`src/rtl/core/pli_pkg.sv`:
```
`default_nettype none

package pli_pkg;

	localparam int CMD_W  = 2;
	localparam int POS_W  = 5;
	localparam int DATA_W = 32;
	localparam int ST_W   = 2;
	localparam int LEN_W  = 5;

	typedef logic [CMD_W-1:0] cmd_t;
	typedef logic [ST_W-1:0]  status_t;

	localparam cmd_t CMD_APPEND = 2'd0;
	localparam cmd_t CMD_INSERT = 2'd1;
	localparam cmd_t CMD_DELETE = 2'd2;
	localparam cmd_t CMD_READ   = 2'd3;

	localparam status_t ST_OK     = 2'd0;
	localparam status_t ST_FULL   = 2'd1;
	localparam status_t ST_BADPOS = 2'd2;
	localparam status_t ST_EMPTY  = 2'd3;

endpackage

`default_nettype wire

```
`src/rtl/core/positional_list_insert_delete_core.sv`:
```
// Channel    Direction  Handshake              Beat contents
// command    in         start high, busy low   command, position, value
// result     out        strobe, one cycle      status, element, last, length
//
// An edit holds busy through S_SHIFT_RD and S_SHIFT_WR for each entry moved, then S_PUT.
// A readout holds busy through S_READ_RD and S_READ_EMIT for each element; a readout of
// an empty list or a rejected edit holds it only through S_EMIT.
// The registered read of the entry memory is why each moved entry is read in
// S_SHIFT_RD and written in S_SHIFT_WR, through the shared index counter.
// Reset clears the element count; entry storage is never cleared.
// The receiver cannot stall; every result beat is shown for exactly one cycle.

`default_nettype none

module positional_list_insert_delete_core #(
	parameter int CAPACITY = 16
) (
	input  wire logic                                clk,
	input  wire logic                                arst_n,
	input  wire logic                                start,
	output logic                                     busy,
	input  wire logic [pli_pkg::CMD_W-1:0]           command,
	input  wire logic [pli_pkg::POS_W-1:0]           position,
	input  wire logic signed [pli_pkg::DATA_W-1:0]   value,
	output logic                                     strobe,
	output logic [pli_pkg::ST_W-1:0]                 status,
	output logic signed [pli_pkg::DATA_W-1:0]        element,
	output logic                                     last,
	output logic [pli_pkg::LEN_W-1:0]                length
);

	localparam int IDX_W = (CAPACITY > 1) ? $clog2(CAPACITY) : 1;
	localparam int CNT_W = $clog2(CAPACITY + 1);
	localparam int CMP_W = ((CNT_W > pli_pkg::POS_W) ? CNT_W : pli_pkg::POS_W) + 1;

	localparam logic [2:0] S_IDLE      = 3'd0;
	localparam logic [2:0] S_EMIT      = 3'd1;
	localparam logic [2:0] S_SHIFT_RD  = 3'd2;
	localparam logic [2:0] S_SHIFT_WR  = 3'd3;
	localparam logic [2:0] S_PUT       = 3'd4;
	localparam logic [2:0] S_READ_RD   = 3'd5;
	localparam logic [2:0] S_READ_EMIT = 3'd6;

	logic [2:0]                   state_q;
	logic [CNT_W-1:0]             count_q;
	logic [IDX_W-1:0]             idx_q;
	logic [IDX_W-1:0]             stop_q;
	logic                         del_q;
	logic [pli_pkg::DATA_W-1:0]   value_q;
	pli_pkg::status_t             pend_st_q;

	logic                         strobe_q;
	pli_pkg::status_t             status_q;
	logic [pli_pkg::DATA_W-1:0]   element_q;
	logic                         last_q;
	logic [pli_pkg::LEN_W-1:0]    length_q;

	logic [pli_pkg::DATA_W-1:0]   mem_q [CAPACITY];
	logic [pli_pkg::DATA_W-1:0]   rd_data_q;
	logic [IDX_W-1:0]             rd_addr;
	logic                         wr_en;
	logic [pli_pkg::DATA_W-1:0]   wr_data;

	logic [CMP_W-1:0]             pos_c;
	logic [CMP_W-1:0]             cnt_c;
	logic [CMP_W-1:0]             idx_c;
	logic [CMP_W-1:0]             stop_c;
	logic                         full_c;

	assign pos_c  = CMP_W'(position);
	assign cnt_c  = CMP_W'(count_q);
	assign idx_c  = CMP_W'(idx_q);
	assign stop_c = CMP_W'(stop_q);
	assign full_c = (cnt_c >= CMP_W'(CAPACITY));

	always_comb begin
		rd_addr = idx_q;
		if (state_q == S_SHIFT_RD) begin
			rd_addr = del_q ? (idx_q + IDX_W'(1)) : (idx_q - IDX_W'(1));
		end
		wr_en   = (state_q == S_SHIFT_WR) || ((state_q == S_PUT) && !del_q);
		wr_data = (state_q == S_PUT) ? value_q : rd_data_q;
	end

	always_ff @(posedge clk) begin
		if (wr_en) begin
			mem_q[idx_q] <= wr_data;
		end
		rd_data_q <= mem_q[rd_addr];
	end

	always_ff @(posedge clk or negedge arst_n) begin
		if (!arst_n) begin
			state_q   <= S_IDLE;
			count_q   <= '0;
			idx_q     <= '0;
			stop_q    <= '0;
			del_q     <= 1'b0;
			pend_st_q <= pli_pkg::ST_OK;
			strobe_q  <= 1'b0;
		end else begin
			strobe_q <= (state_q == S_EMIT) || (state_q == S_PUT) || (state_q == S_READ_EMIT);
			unique case (state_q)
				S_IDLE: begin
					if (start) begin
						del_q <= (command == pli_pkg::CMD_DELETE);
						unique case (command)
							pli_pkg::CMD_APPEND: begin
								if (full_c) begin
									pend_st_q <= pli_pkg::ST_FULL;
									state_q   <= S_EMIT;
								end else begin
									idx_q   <= IDX_W'(count_q);
									stop_q  <= IDX_W'(count_q);
									state_q <= S_PUT;
								end
							end
							pli_pkg::CMD_INSERT: begin
								if (full_c) begin
									pend_st_q <= pli_pkg::ST_FULL;
									state_q   <= S_EMIT;
								end else if (pos_c == '0 || pos_c > cnt_c + CMP_W'(1)) begin
									pend_st_q <= pli_pkg::ST_BADPOS;
									state_q   <= S_EMIT;
								end else begin
									idx_q   <= IDX_W'(count_q);
									stop_q  <= IDX_W'(pos_c - CMP_W'(1));
									state_q <= (pos_c == cnt_c + CMP_W'(1)) ? S_PUT : S_SHIFT_RD;
								end
							end
							pli_pkg::CMD_DELETE: begin
								if (cnt_c == '0) begin
									pend_st_q <= pli_pkg::ST_EMPTY;
									state_q   <= S_EMIT;
								end else if (pos_c == '0 || pos_c > cnt_c) begin
									pend_st_q <= pli_pkg::ST_BADPOS;
									state_q   <= S_EMIT;
								end else begin
									idx_q   <= IDX_W'(pos_c - CMP_W'(1));
									stop_q  <= IDX_W'(pos_c - CMP_W'(1));
									state_q <= (pos_c == cnt_c) ? S_PUT : S_SHIFT_RD;
								end
							end
							pli_pkg::CMD_READ: begin
								if (cnt_c == '0) begin
									pend_st_q <= pli_pkg::ST_EMPTY;
									state_q   <= S_EMIT;
								end else begin
									idx_q   <= '0;
									state_q <= S_READ_RD;
								end
							end
							default: begin
								state_q <= S_IDLE;
							end
						endcase
					end
				end
				S_EMIT: begin
					state_q <= S_IDLE;
				end
				S_SHIFT_RD: begin
					state_q <= S_SHIFT_WR;
				end
				S_SHIFT_WR: begin
					if (del_q) begin
						idx_q   <= idx_q + IDX_W'(1);
						state_q <= (idx_c + CMP_W'(2) == cnt_c) ? S_PUT : S_SHIFT_RD;
					end else begin
						idx_q   <= idx_q - IDX_W'(1);
						state_q <= (idx_c - CMP_W'(1) == stop_c) ? S_PUT : S_SHIFT_RD;
					end
				end
				S_PUT: begin
					count_q   <= del_q ? (count_q - CNT_W'(1)) : (count_q + CNT_W'(1));
					pend_st_q <= pli_pkg::ST_OK;
					state_q   <= S_IDLE;
				end
				S_READ_RD: begin
					state_q <= S_READ_EMIT;
				end
				S_READ_EMIT: begin
					if (idx_c + CMP_W'(1) == cnt_c) begin
						state_q <= S_IDLE;
					end else begin
						idx_q   <= idx_q + IDX_W'(1);
						state_q <= S_READ_RD;
					end
				end
				default: begin
					state_q <= S_IDLE;
				end
			endcase
		end
	end

	always_ff @(posedge clk) begin
		if (start && state_q == S_IDLE) begin
			value_q <= value;
		end
		unique case (state_q)
			S_EMIT: begin
				status_q  <= pend_st_q;
				element_q <= '0;
				last_q    <= 1'b1;
				length_q  <= pli_pkg::LEN_W'(count_q);
			end
			S_PUT: begin
				status_q  <= pli_pkg::ST_OK;
				element_q <= '0;
				last_q    <= 1'b1;
				length_q  <= del_q ? pli_pkg::LEN_W'(count_q - CNT_W'(1))
				                   : pli_pkg::LEN_W'(count_q + CNT_W'(1));
			end
			S_READ_EMIT: begin
				status_q  <= pli_pkg::ST_OK;
				element_q <= rd_data_q;
				last_q    <= (idx_c + CMP_W'(1) == cnt_c);
				length_q  <= pli_pkg::LEN_W'(count_q);
			end
			default: begin
				status_q  <= status_q;
			end
		endcase
	end

	assign busy    = (state_q != S_IDLE);
	assign strobe  = strobe_q;
	assign status  = status_q;
	assign element = element_q;
	assign last    = last_q;
	assign length  = length_q;

endmodule

`default_nettype wire

```
`config.mk`:
```
export PLATFORM = sky130hd
export DESIGN_NAME = positional_list_insert_delete_core
export DESIGN_NICKNAME = d
export VERILOG_FILES = /design/src/rtl/core/pli_pkg.sv /design/src/rtl/core/positional_list_insert_delete_core.sv
export SDC_FILE = /design/constraint.sdc
export NUM_CORES = 1
export LEC_CHECK = 0
export BUFFER_PORTS_ARGS = -buffer_cell sky130_fd_sc_hd__buf_4
export CAP_MARGIN = 0
export CORE_UTILIZATION = 43
export CTS_BUF_LIST = sky130_fd_sc_hd__clkbuf_8 sky130_fd_sc_hd__clkbuf_16
export CTS_CLUSTER_SIZE = 10
export DETAILED_ROUTE_END_ITERATION = 6
export PLACE_DENSITY = 0.59
export SLEW_MARGIN = 20
export SYNTH_ARGS = -nofsm -noshare
export SYNTH_HDL_FRONTEND = slang
export SYNTH_SLANG_ARGS = --single-unit
```
`constraint.sdc`:
```
create_clock -name clk -period 5.6 [get_ports clk]
set_input_delay 0 -clock clk [delete_from_list [all_inputs] [get_ports clk]]
set_output_delay 0 -clock clk [all_outputs]
set_load 0.005 [all_outputs]
```
# Word level (Yosys, flattened, before mapping)
# Memories as Yosys holds them, arrays and structs flattened. A register that Yosys moved wholly into a read port is not among the register bits.
# Index checks and enable logic that the tools add are counted.
# word_totals
reg_bits,92
ramBits,512
wordCells,129
mem_count,1
# classes
addsub,9
n_lt_le_gt_ge,3
n_eq_ne,31
muxes,47
n_reduce_logical,26
# memory_table
memory,words,width,rd,rd_ports_with_merged_regs,wr,line,text
mem_q,16,32,1,1,1,positional_list_insert_delete_core.sv:58,logic [pli_pkg::DATA_W-1:0] mem_q [CAPACITY];
# ops
op,count
$pmux W32 S2,1
$mux W4,12
$mux W3,13
$mux W32,1
$ne A3 B3 Y1 const B,8
$pmux W4 S3,2
$pmux W4 S4,1
$eq A5 B5 Y1,3
$pmux W3 S5,1
$mux W2,7
$ne A2 B2 Y1 const B,7
$logic_not A6 Y1,2
$pmux W3 S4,1
$pmux W5 S2,1
$eq A3 B3 Y1 const B,3
$reduce_and A9 Y1,1
$reduce_bool A3 Y1,3
$ne A4 B4 Y1 const B,2
$pmux W2 S2,2
$pmux W2 S4,1
$reduce_and A8 Y1,1
$reduce_bool A2 Y1,4
$sub A4 B1 Y4 const B,2
$add A5 B1 Y6 const B,1
26 further kinds,36

# Depth between registers and ports, before layout
# Gate-level depths: netlist of the first run.
# depth
ltp_word,8
ltp_mapped,11
mapped_depth_nobuf,10

# Worst setup path after synthesis of the first run
# Ideal clock, no wire load.
# synth_path
path_kind,register to register
start,register state_q[1]
end,"memory mem_q[0][0] (netlist bit), enable pin"
setup_ns,0.461
t_arrival_ns,3.455
required_ns,5.139
path_slack_ns,1.684
stages_incl_launch_ff,6
path_buffers,2
synth_period_minus_slack_ns,3.916
path_cell_list,dfrtp_1 > buf_2 > clkbuf_1 > o31ai_1 > nand2_1 > nor3_1
# synth_via
elab_chain_len,5
word_cells_on_any_way,6
cone_classes,eq/ne (2); mux (2); reduce/logical (2)
# synth_rtl
element,line,text
"start, declared",positional_list_insert_delete_core.sv:44,logic [2:0] state_q;
"start signal, assigned",positional_list_insert_delete_core.sv:128,state_q <= (pos_c == cnt_c + CMP_W'(1)) ? S_PUT : S_SHIFT_RD;
"start signal, assigned",positional_list_insert_delete_core.sv:141,state_q <= (pos_c == cnt_c) ? S_PUT : S_SHIFT_RD;
"start signal, assigned",positional_list_insert_delete_core.sv:168,state_q <= (idx_c + CMP_W'(2) == cnt_c) ? S_PUT : S_SHIFT_RD;
$eq A3 B3 Y1,positional_list_insert_delete_core.sv:81,wr_en = (state_q == S_SHIFT_WR) || ((state_q == S_PUT) && !del_q);
$logic_and A1 B1 Y1,positional_list_insert_delete_core.sv:81,
$logic_or A1 B1 Y1 *,positional_list_insert_delete_core.sv:81,
$mux W1 *,positional_list_insert_delete_core.sv:86,if (wr_en) begin
$mux W1 (not written as such) *,positional_list_insert_delete_core.sv:87,mem_q[idx_q] <= wr_data;
"end, declared",positional_list_insert_delete_core.sv:58,
# Every way passes the cells marked *; elsewhere a longest branch is shown, timed or not.

# Worst setup path after layout of the first run
# layout_path
start,register idx_q[2]
end,register rd_data_q[21] (netlist bit) (read register of mem_q)
# layout_via
elab_chain_len,3
word_cells_on_any_way,4
cone_classes,add/sub (2); mux (2)
# layout_rtl
element,line,text
"start, declared",positional_list_insert_delete_core.sv:46,logic [IDX_W-1:0] idx_q;
"start signal, assigned",positional_list_insert_delete_core.sv:113,idx_q <= IDX_W'(count_q);
"start signal, assigned",positional_list_insert_delete_core.sv:126,idx_q <= IDX_W'(count_q);
"start signal, assigned",positional_list_insert_delete_core.sv:139,idx_q <= IDX_W'(pos_c - CMP_W'(1));
$sub A4 B1 Y4 or $add A4 B1 Y4 (tied branches),positional_list_insert_delete_core.sv:79,rd_addr = del_q ? (idx_q + IDX_W'(1)) : (idx_q - IDX_W'(1));
$mux W4,positional_list_insert_delete_core.sv:79,
$mux W4 *,positional_list_insert_delete_core.sv:78,if (state_q == S_SHIFT_RD) begin
"end, declared",positional_list_insert_delete_core.sv:59,logic [pli_pkg::DATA_W-1:0] rd_data_q;
# Marks and branches as above.
# A chain may end at the register's enable or synchronous reset.

==> results of run 1 <==
-- worst max-delay path by stage --
stage                    endpoint  startpoint  cells after the start  slack (ps)
CTS                  rd_data_q[2]    idx_q[2]                      9        2110
detailed placement  rd_data_q[31]    idx_q[2]                      9        2130
floorplan             mem_q[0][0]  state_q[1]                      5        1680
finish              rd_data_q[21]    idx_q[2]                      9        2030
global placement    rd_data_q[18]  state_q[1]                      6        2220
global route        rd_data_q[25]    idx_q[2]                      9        1850
-- kinds of logic after synthesis --
| logic type | count (synthesis) | synth area share |
|---|---|---|
| AND/OR/NAND/NOR | 274 | 0.05115 |
| flip-flops | 636 | 0.7428 |
| XOR/XNOR | 30 | 0.01075 |
| adder cells (fa/ha/maj) | 29 | 0.01473 |
| AO/OA/AOI/OAI | 147 | 0.04185 |
| buffers and inverters | 92 | 0.01861 |
| multiplexers | 141 | 0.1201 |
-- worst register-to-register path, delay by kind of cell (launching register included) --
family | cells | cell delay (ps)
compound gates | 5 | 1710
flops | 1 | 770
fa+ha+maj | 1 | 250
simple gates | 1 | 90
buf+inv | 2 | 680
-- final cells by class --
cell class / instances / area [µm²] / share of cell area
clock buffer: 79 / 1954 / 0.06648
clock inverter: 58 / 282.8 / 0.009619
inverter: 20 / 75.07 / 0.002554
multi-input combinational: 621 / 6188 / 0.2105
sequential: 636 / 18680 / 0.6354
tap: 765 / 957.2 / 0.03256
timing repair buffer: 152 / 1259 / 0.04282
-- metrics by stage --
stage | cells | setup slack (ps) | area [µm²] | hold slack [ps]
after global placement | 2155 | 2220 | 26770 | -84.37
after CTS | 2331 | 2112 | 29400 | 17.56
final | 2331 | 2028 | 29400 | 23.59
after floorplan | 1349 | 1684 | 25150 | -295.6
after detailed placement | 2155 | 2129 | 26770 | -76.97
after global routing | 2331 | 1854 | 29400 | 60.39
-- placed cells by master, fill, tap and decap left out, types with 3 or more instances in the layout --
cell           synthesis  final
a211oi_1               4      4
a21o_1                 4      4
a21oi_1               14     13
a22oi_1               68     68
a31oi_1                4      4
and2_1                 7      5
and3_1                36     36
buf_4                  6    111
clkbuf_16              0     77
dfrtp_1               20     19
dfxtp_1               32     32
dlygate4sd3_1          0     38
edfxtp_1             584    584
ha_1                  28     28
inv_1                 18     66
inv_6                  0      4
mux2_2                 4      4
mux2i_1                7      6
mux4_2               128    128
nand2_1              159    158
nand2b_1               3      3
nand3_1                9      9
nor2_1                26     14
nor2_4                 1     13
nor2b_1                5      4
nor3_1                10      6
nor3_2                 2      4
nor3_4                 1      3
o21ai_0               24     23
xnor2_1               22     22
xor2_1                 7      7
-- metal layers --
| layer | routed length (µm) | vias up | share of wire |
|---|---|---|---|
| li1 | - | 5721 | - |
| met1 | 26560 | 6858 | 0.44 |
| met2 | 28880 | 386 | 0.48 |
| met3 | 3207 | 95 | 0.054 |
| met4 | 1049 | 0 | 0.018 |
| met5 | 0 | - | 0 |
-- state kept, by name, indices dropped and copies added, names as in the netlist --
name / flops
count_q: 5
state_q: 3
rd_data_q: 32
last: 1
stop_q: 4
length: 5
strobe: 1
pend_st_q: 2
status: 2
del_q: 1
value_q: 32
mem_q: 512
idx_q: 4
element: 32
-- what timing repair did --
item	CTS	global route
endpoints found under the setup margin	0	0
hold buffers	39	0
endpoints found under the hold margin	59	0
-- power by group through the flow --
stage	Combinational, mW	Sequential (mW)	Clock [mW]
4_1_cts	6.28	7.05	4.49
5_1_grt	6.73	7.10	4.67
2_1_floorplan	4.56	6.91	0
3_3_place_gp	6.21	7.13	0
3_5_place_dp	6.25	7.14	0
6_report	6.19	7.04	4.40
==> results by group, run 1 <==
Global routing
  – Met2 Resource Use GR: 0.3285
  – First-pass GRT wire length: 88420 µm
  – Initial antenna violation count: 0
  – Largest net degree at the start of global routing: 129
  – Met3 Use GR: 0.03558
  – Vias in the first global route: 13610
  – Aggregate global routing overflow: 0
  – Global route hottest layer: met2
  – Met1 Use GR: 0.2892
  – Tot GR Track Use: 0.2041

Status
  – Status: finished, final reports clean

Yosys
  – Ys async rst share: 0.03145
  – Count leader, synth: edfxtp_1
  – Synth Cell Area: 0.02515 mm²
  – Synth cell count leaders: 584 x edfxtp_1, 159 x nand2_1, 128 x mux4_2
  – Cells taking the most area after synthesis: edfxtp_1 70%, mux4_2 11%, dfxtp_1 2.5%
  – Post-synth EDFFs: 584
  – Area leader, netlist: edfxtp_1
  – Seq/Total Area, Yosys: 0.7428
  – Ys Warns: 0
  – Post-Syn Nets: 1420
  – Syn Inst Count: 1349
  – Post-synthesis register bit count: 636
  – Post-synth cell types: 70
  – Ys flop type: edfxtp_1
  – Syn_area_per_cell: 18.64 µm²
  – Area fraction of the dominant cell type after synthesis: 0.6974

Timing
  – Tmin final: 3572 ps
  – Skew final: 18.12 ps
  – Slew HR: 0.3073
  – Tcrit/Tclk final: 0.6379
  – Final Max Slew Viols: 0
  – RSZ-0062 raised after global routing: no
  – Setup TNS: 0 ps
  – Hold Violations, Final: 0
  – Fmax: 280.0 MHz
  – # setup viols final: 0
  – Least-Margin Pin Slew: 1037 ps

Setup path
  – Cell Chain, Critical Path: inv_1 > ha_1 > a21boi_1 > a21oi_1 > o21ai_0 > a21oi_4 > buf_4 > a22oi_1 > nand2_1
  – Crit Reg-Reg Endpoint: rd_data_q[21]
  – R2R setup slack: 2030 ps
  – Delay-heaviest family, CP: compound AO/OA/AOI/OAI gates
  – CP Data Arrival Time: 4110 ps
  – CP Buf/Inv Count: 2
  – Worst Reg-to-Reg Cells: 9
  – Reg2Reg Launch Point: idx_q[2]
  – CP required: 6140 ps
  – Crit path capture type: flop
  – Max FO, Critical Path: 18
  – WS Path Type: reg -> reg
  – Startpoint types: flop
  – CP max stage cell: a21oi_4
  – Slowest stage delay, CP: 800 ps

CTS
  – TritonCTS clock tree: built
  – Max Root-Sink Buffers: 3
  – Clk slew on worst S/H paths: 60 ps
  – Worst-Skew Late Latency: 610 ps
  – Clock root buffer: clkbuf_16
  – Post_cts resized: 0
  – Clock tree sinks: 636
  – CTS Buf Count: 75
  – Post-CTS Setup Bufs: 0
  – H-tree depth: 3

Power and ir drop
  – Logic pwr share: 0.351
  – Reg power frac: 0.400
  – Switch share: 0.3325
  – Clock power share: 0.250
  – Worst VDD drop: 0.6613 mV
  – Total internal power: 11.77 mW
  – Sw Pwr: 5.862 mW
  – Tot Pwr: 17.63 mW
  – Pleak: 10.26 nW
  – P per Cell Area: 599.7 mW/mm²

Die
  – Initial Utilization: 0.4358
  – Chip width: 243.8 µm
  – Io pins: 84
  – Die height: 243.8 µm
  – Row Count: 88
  – Core area: 0.05770 mm²
  – Die area: 0.05945 mm²

Detailed routing
  – Vias per cell: 5.603
  – Final WL: 59690 µm
  – TritonRoute pass-1 iters: 5
  – ANT nets after route: 0
  – Routed WL per cell: 25.61 µm
  – DR vias: 13060
  – DRT iter0 DRCs: 1172
  – Residual DRC: 0

Cells and area
  – Antenna Cells: 0
  – Core Util, Final: 0.5095
  – Share of cells above drive strength 1: 0.2395
  – Layout area overhead: 16.90%
  – Fillcell total: 4760
  – Layout Nets: 1577

Flow run
  – Max-cap violation count: 0

Place
  – PortBufs: 83
  – Dpl hpwl: 32530 µm
  – Routability cong.: 0.8105

Worst hold path
  – Worst hold-check path type: in -> async
Note: power is estimated with default switching activity, not from simulation.
==> run 2, diff against run 1 <==
--- a/config.mk
+++ b/config.mk
@@ -11,7 +11,7 @@
 export CTS_BUF_LIST = sky130_fd_sc_hd__clkbuf_8 sky130_fd_sc_hd__clkbuf_16
 export CTS_CLUSTER_SIZE = 10
 export DETAILED_ROUTE_END_ITERATION = 6
-export PLACE_DENSITY = 0.59
+export PLACE_DENSITY = 0.61
 export SLEW_MARGIN = 20
 export SYNTH_ARGS = -nofsm -noshare
 export SYNTH_HDL_FRONTEND = slang
==> constraint.sdc (replaced) <==
create_clock -name clk -period 3 [get_ports clk]
set_input_delay 0 -clock clk [delete_from_list [all_inputs] [get_ports clk]]
set_output_delay 0 -clock clk [all_outputs]
set_load 0.005 [all_outputs]
==> run 2 against run 1 <==
Setup slack lost 1900 ps. Critical path depth grew 2. Non-clock buffer count grew 48. Global-route usage shrank 0.21 points. Sequential power grew 83%. Combinational power grew 100%. Register-to-register slack lost 1900 ps. Clock skew grew 11 ps. Critical path type unchanged. Largest cell class unchanged. Largest power group unchanged.
==> results by group, run 2 (synthesis results as in run 1) <==
Status
  – Status: finished, final reports clean (unchanged)

Timing
  – Final Max Slew Viols: 0 (unchanged)
  – Skew final: 28.98 ps (was 18.12 ps)
  – WHS: 25.11 ps (was 23.59 ps)
  – Hold Violations, Final: 0 (unchanged)
  – RSZ-0062 raised after global routing: no (unchanged)
  – Tmin final: 2855 ps (was 3572 ps)
  – Fmax: 350.3 MHz (was 280.0 MHz)
  – Least-Margin Pin Slew: 662.5 ps (was 1037 ps)
  – Tcrit/Tclk final: 0.9517 (was 0.6379)
  – Slew HR: 0.5567 (was 0.3073)
  – Setup TNS: 0 ps (unchanged)
  – # setup viols final: 0 (unchanged)
  – Final setup margin: 144.9 ps (was 2028 ps)

Cells and area
  – Layout area overhead: 20.08% (was 16.90%)
  – Final instance area: 0.03019 mm² (was 0.02940 mm²)
  – Fin cells: 2377 (was 2331)
  – Reg with most FFs: mem_q (unchanged)
  – Layout Nets: 1625 (was 1577)
  – Core Util, Final: 0.5233 (was 0.5095)
  – Most common cell after layout, fill and taps aside: edfxtp_1 (unchanged)
  – Most frequent cells in the layout: 584 x edfxtp_1, 158 x nand2_1, 128 x mux4_2, 128 x buf_4, 79 x clkbuf_16 (was 584 x edfxtp_1, 158 x nand2_1, 128 x mux4_2)
  – Antenna Cells: 0 (unchanged)
  – Largest register FFs: 512 (unchanged)
  – Share of cells above drive strength 1: 0.2630 (was 0.2395)

Power and ir drop
  – Worst VDD drop: 0.7373 mV (was 0.6613 mV)
  – Pleak: 10.61 nW (was 10.26 nW)
  – Tot Pwr: 33.60 mW (was 17.63 mW)
  – P per Cell Area: 1113 mW/mm² (was 599.7 mW/mm²)

Detailed routing
  – Final WL: 58970 µm (was 59690 µm)
  – DRT iter0 DRCs: 1240 (was 1172)
  – Routed WL per cell: 24.81 µm (was 25.61 µm)
  – TritonRoute pass-1 iters: 5 (unchanged)
  – DR vias: 13210 (was 13060)
  – Residual DRC: 0 (unchanged)
  – Vias per cell: 5.558 (was 5.603)
  – ANT nets after route: 0 (unchanged)

Setup path
  – CP Data Arrival Time: 3340 ps (was 4110 ps)
  – Worst Reg-to-Reg Cells: 11 (was 9)
  – CP required: 3490 ps (was 6140 ps)
  – Max FO, Critical Path: 5 (was 18)
  – R2R setup slack: 140 ps (was 2030 ps)
  – Crit path capture type: flop (unchanged)
  – Reg2Reg Launch Point: count_q[0] (was idx_q[2])
  – WS Path Type: reg -> reg (unchanged)
  – Startpoint types: flop (unchanged)
  – Crit Reg-Reg Endpoint: idx_q[3] (was rd_data_q[21])

Global routing
  – Tot GR Track Use: 0.2020 (was 0.2041)
  – Initial antenna violation count: 0 (unchanged)
  – Largest net degree at the start of global routing: 37 (was 129)
  – First-pass GRT wire length: 87820 µm (was 88420 µm)
  – Aggregate global routing overflow: 0 (unchanged)
  – Vias in the first global route: 13720 (was 13610)

Place
  – DP Cell Count: 2203 (was 2155)
  – Placed cell area: 0.02755 mm² (was 0.02677 mm²)
  – Placement Setup Slack: 253.7 ps (was 2129 ps)
  – Routability cong.: 0.8499 (was 0.8105)
  – Dpl hpwl: 32680 µm (was 32530 µm)
  – PortBufs: 83 (unchanged)

CTS
  – Post-CTS Setup Bufs: 0 (unchanged)
  – H-tree depth: 3 (unchanged)
  – Clock tree sinks: 636 (unchanged)
  – Max Root-Sink Buffers: 3 (unchanged)
  – Clock root buffer: clkbuf_16 (unchanged)
  – Worst-Skew Late Latency: 610 ps (about the same)
  – TritonCTS clock tree: built (unchanged)
  – CTS Buf Count: 75 (unchanged)
  – Cts hold-fix bufs: 39 (unchanged)
  – Clk slew on worst S/H paths: 60 ps (about the same)
  – Post_cts resized: 0 (unchanged)

Die
  – Chip width: 243.8 µm (unchanged)
  – Die area: 0.05945 mm² (unchanged)
  – Row Count: 88 (unchanged)
  – Core area: 0.05770 mm² (unchanged)
  – Io pins: 84 (unchanged)
  – Die height: 243.8 µm (unchanged)
  – Initial Utilization: 0.4358 (unchanged)

Flow run
  – Max-cap violation count: 0 (unchanged)

Worst hold path
  – Worst hold-check path type: in -> async (unchanged)
## run 2: cell count changes in the layout (fill, tap and decap cells not counted), sizes merged
cell,before,now
bufinv,1,0
inv,73,70
clkinv,4,3
clkbuf,79,82
buf,114,162
## run 2: layer usage
metal / vias up / track usage / wire length, µm
met4: 0 / 0.06838 / 1414
met3: 95 / 0.03305 / 3304
met2: 406 / 0.3360 / 29480
met5: - / 0 / 0
met1: 6904 / 0.2704 / 24780
li1: 5806 / - / -
## run 2: how the worst max path moves through the flow
| stage | start | endpoint | slack, ps | depth (start not counted) |
|---|---|---|---|---|
| 2_1_floorplan | state_q[1] | mem_q[8][0] | -60 | 5 |
| 3_3_place_gp | idx_q[1] | rd_data_q[14] | 300 | 9 |
| 3_5_place_dp | count_q[0] | idx_q[3] | 250 | 11 |
| 4_1_cts | count_q[0] | idx_q[3] | 210 | 11 |
| 5_1_grt | count_q[0] | idx_q[1] | 60 | 11 |
| 6_report | count_q[0] | idx_q[3] | 140 | 11 |
## run 2: critical path, stage by stage, from the launching register on
cell and delay (ps):
dfrtp_1 430, inv_1 80, nor3_1 270, xnor2_1 170
ha_1 260, and3_1 200, and3_1 210, a31oi_1 230
buf_4 190, a41oi_2 140, nand3_1 200, mux2_1 340
## run 2: where the power goes
group / leakage (nW) / switching, mW / internal (mW)
sequential: 5.83 / 0.489 / 12.4
clock: 1.28 / 3.41 / 4.81
combinational: 3.50 / 6.98 / 5.49
total: 10.6 / 10.9 / 22.7
## run 2: area by class of cell
class                      instances  area, µm²
clock buffer                      82       2018
clock inverter                    53      244.0
fill                            4622      27500
inverter                          20      75.07
multi-input combinational        621       6213
sequential                       636      18680
tap                              765      957.2
timing repair buffer             200       2007
==> run 3, diff against run 2 <==
--- a/config.mk
+++ b/config.mk
@@ -11,6 +11,7 @@
 export CTS_BUF_LIST = sky130_fd_sc_hd__clkbuf_8 sky130_fd_sc_hd__clkbuf_16
 export CTS_CLUSTER_SIZE = 10
 export DETAILED_ROUTE_END_ITERATION = 6
+export GPL_TIMING_DRIVEN = 0
 export PLACE_DENSITY = 0.61
 export SLEW_MARGIN = 20
 export SYNTH_ARGS = -nofsm -noshare
==> run 3 against run 2 <==
The run now ends with hold timing left. Non-clock buffer count grew 60. Critical path depth shrank 1. Register-to-register slack lost 40 ps.
==> results by group, run 3 (synthesis results as in run 1) <==
Status
  – Status: finished with violations (was finished, final reports clean)
  – Failing checks: hold timing

Worst hold path
  – Worst hold-check path type: in -> async (unchanged)

Global routing
  – First-pass GRT wire length: 90280 µm (was 87820 µm)
  – Initial antenna violation count: 1 (was 0)
  – Largest net degree at the start of global routing: 35 (was 37)
  – Vias in the first global route: 13960 (was 13720)
  – Aggregate global routing overflow: 0 (unchanged)
  – Tot GR Track Use: 0.2080 (was 0.2020)

Cells and area
  – Fillcell total: 4583 (was 4622)
  – Layout Nets: 1684 (was 1625)
  – Sequential cell area: 0.01868 mm² (about the same)
  – Share of cells above drive strength 1: 0.2815 (was 0.2630)
  – Antenna Cells: 0 (unchanged)
  – Fin cells: 2431 (was 2377)
  – Reg with most FFs: mem_q (unchanged)
  – Largest register FFs: 512 (unchanged)
  – Layout area overhead: 21.52% (was 20.08%)
  – Multi-input logic area: 0.006248 mm² (was 0.006213 mm²)
  – Most common cell after layout, fill and taps aside: edfxtp_1 (unchanged)
  – Most frequent cells in the layout: 584 x edfxtp_1, 159 x nand2_1, 128 x mux4_2 (was 584 x edfxtp_1, 158 x nand2_1, 128 x mux4_2, 128 x buf_4, 79 x clkbuf_16)

Setup path
  – CP required: 3540 ps (was 3490 ps)
  – WS Path Type: reg -> reg (unchanged)
  – Slowest stage delay, CP: 450 ps (was 430 ps)
  – Crit Reg-Reg Endpoint: rd_data_q[19] (was idx_q[3])
  – Startpoint types: flop (unchanged)
  – Critical Path Stages: 10 (was 11)
  – Max FO, Critical Path: 10 (was 5)
  – Reg2Reg Launch Point: idx_q[2] (was count_q[0])
  – R2R setup slack: 100 ps (was 140 ps)
  – Delay-heaviest family, CP: compound AO/OA/AOI/OAI gates (was simple AND/OR/NAND/NOR gates)
  – CP Buf/Inv Count: 3 (was 2)
  – Worst Reg-to-Reg Cells: 10 (was 11)
  – Crit path capture type: flop (unchanged)
  – Cell Chain, Critical Path: buf_2 > inv_1 > ha_1 > a21boi_1 > a21oi_1 > or3_1 > a21oi_4 > clkbuf_2 > a22oi_1 > nand2_1 (was inv_1 > nor3_1 > xnor2_1 > ha_1 > and3_1 > and3_1 > a31oi_1 > buf_4 > a41oi_2 > nand3_1 > mux2_1)
  – CP Data Arrival Time: 3440 ps (was 3340 ps)
  – CP max stage cell: or3_1 (was dfrtp_1)

CTS
  – Clk slew on worst S/H paths: 60 ps (about the same)
  – Clock root buffer: clkbuf_16 (unchanged)
  – CTS Buf Count: 74 (was 75)
  – H-tree depth: 3 (unchanged)
  – Max Root-Sink Buffers: 3 (unchanged)
  – Worst-Skew Late Latency: 620 ps (was 610 ps)
  – Clock tree sinks: 636 (unchanged)
  – TritonCTS clock tree: built (unchanged)

Timing
  – WHS: -10.74 ps (was 25.11 ps)
  – Tmin final: 2899 ps (was 2855 ps)
  – Hold Violations, Final: 18 (was 0)
  – Least-Margin Pin Slew: 930.6 ps (was 662.5 ps)
  – Setup TNS: 0 ps (unchanged)
  – Tcrit/Tclk final: 0.9663 (was 0.9517)
  – Fmax: 345.0 MHz (was 350.3 MHz)
  – Final setup margin: 101.2 ps (was 144.9 ps)
  – Final Max Slew Viols: 0 (unchanged)
  – Slew HR: 0.3796 (was 0.5567)
  – # setup viols final: 0 (unchanged)
  – Skew final: 29.38 ps (was 28.98 ps)

Detailed routing
  – Routed WL per cell: 24.94 µm (was 24.81 µm)
  – Residual DRC: 0 (unchanged)
  – ANT nets after route: 0 (unchanged)
  – DRT iter0 DRCs: 1286 (was 1240)
  – Final WL: 60640 µm (was 58970 µm)
  – Vias per cell: 5.571 (was 5.558)
  – TritonRoute pass-1 iters: 6 (was 5)
  – DR vias: 13540 (was 13210)

Power and ir drop
  – Worst VDD drop: 0.7606 mV (was 0.7373 mV)
  – Pleak: 10.79 nW (was 10.61 nW)
  – P per Cell Area: 1122 mW/mm² (was 1113 mW/mm²)
  – Tot Pwr: 34.30 mW (was 33.60 mW)

Flow run
  – Max-cap violation count: 0 (unchanged)

Place
  – DP Cell Count: 2225 (was 2203)
  – Placement Setup Slack: -577.8 ps (was 253.7 ps)
  – PortBufs: 83 (unchanged)
  – Routability cong.: 0.8442 (was 0.8499)
  – Dpl hpwl: 37480 µm (was 32680 µm)

Die
  – Die area: 0.05945 mm² (unchanged)
  – Die height: 243.8 µm (unchanged)
  – Core area: 0.05770 mm² (unchanged)
  – Io pins: 84 (unchanged)
  – Row Count: 88 (unchanged)
  – Initial Utilization: 0.4358 (unchanged)
  – Chip width: 243.8 µm (unchanged)
## run 3: cell types whose count changed in the layout (fill, tap and decap cells not counted), moves of 4 or more
cell      before  now
buf_12        33   19
clkbuf_1       0   17
clkbuf_4       0    8
buf_6          0   17
buf_2          1   10
buf_8          0   12
clkbuf_2       0    7
inv_1         65   61
## run 3: layout make-up
cell class                 count  area share
buffer                        72     0.01576
clock buffer                  79     0.06433
clock inverter                50    0.008476
inverter                      20    0.002702
multi-input combinational    621      0.2045
sequential                   636      0.6114
tap                          765     0.03132
timing repair buffer         188     0.06150
## run 3: how the worst max path moves through the flow
stage | slack (ps) | startpoint | to
2_1_floorplan | -60 | state_q[1] | mem_q[8][0]
3_3_place_gp | -2280 | state_q[1] | mem_q[8][14]
3_5_place_dp | -580 | count_q[4] | stop_q[1]
4_1_cts | 1 | idx_q[0] | rd_data_q[25]
5_1_grt | -7 | idx_q[0] | rd_data_q[5]
6_report | 100 | idx_q[2] | rd_data_q[19]
## run 3: layer usage
| metal | GRT usage | up-vias | wire length [µm] |
|---|---|---|---|
| met2 | 0.3418 | 440 | 30130 |
| met3 | 0.03029 | 103 | 3254 |
| li1 | - | 5932 | - |
| met1 | 0.2843 | 7068 | 25840 |
| met4 | 0.07132 | 0 | 1417 |
| met5 | 0 | - | 0 |
## run 3: tightest hold or removal path, cell delays in order
cell and delay, ps:
dlygate4sd3_1 530, buf_4 100, buf_2 430
## run 3: what timing repair did
| item | 4_1_cts | 5_1_grt |
|---|---|---|
| endpoints found under the setup margin | 275 | 54 |
| setup buffers | 25 | 13 |
| pin swaps | 13 | 2 |
| endpoints found under the hold margin | 59 | 0 |
| resized for setup | 34 | 33 |
| hold buffers | 39 | 0 |
## run 3: report_power, final
group | total, mW | leakage [nW] | switching (mW) | internal [mW]
Sequential | 12.8 | 5.82 | 0.395 | 12.4
Clock | 8.24 | 1.25 | 3.46 | 4.77
Combinational | 13.2 | 3.72 | 7.69 | 5.54
## run 3: through the flow
stage,area [µm²],utilization
6_report,30560,0.5296
5_1_grt,30560,0.5296
4_1_cts,30350,0.5260
3_5_place_dp,27370,0.4744
3_3_place_gp,26750,0.4636
2_1_floorplan,25170,-
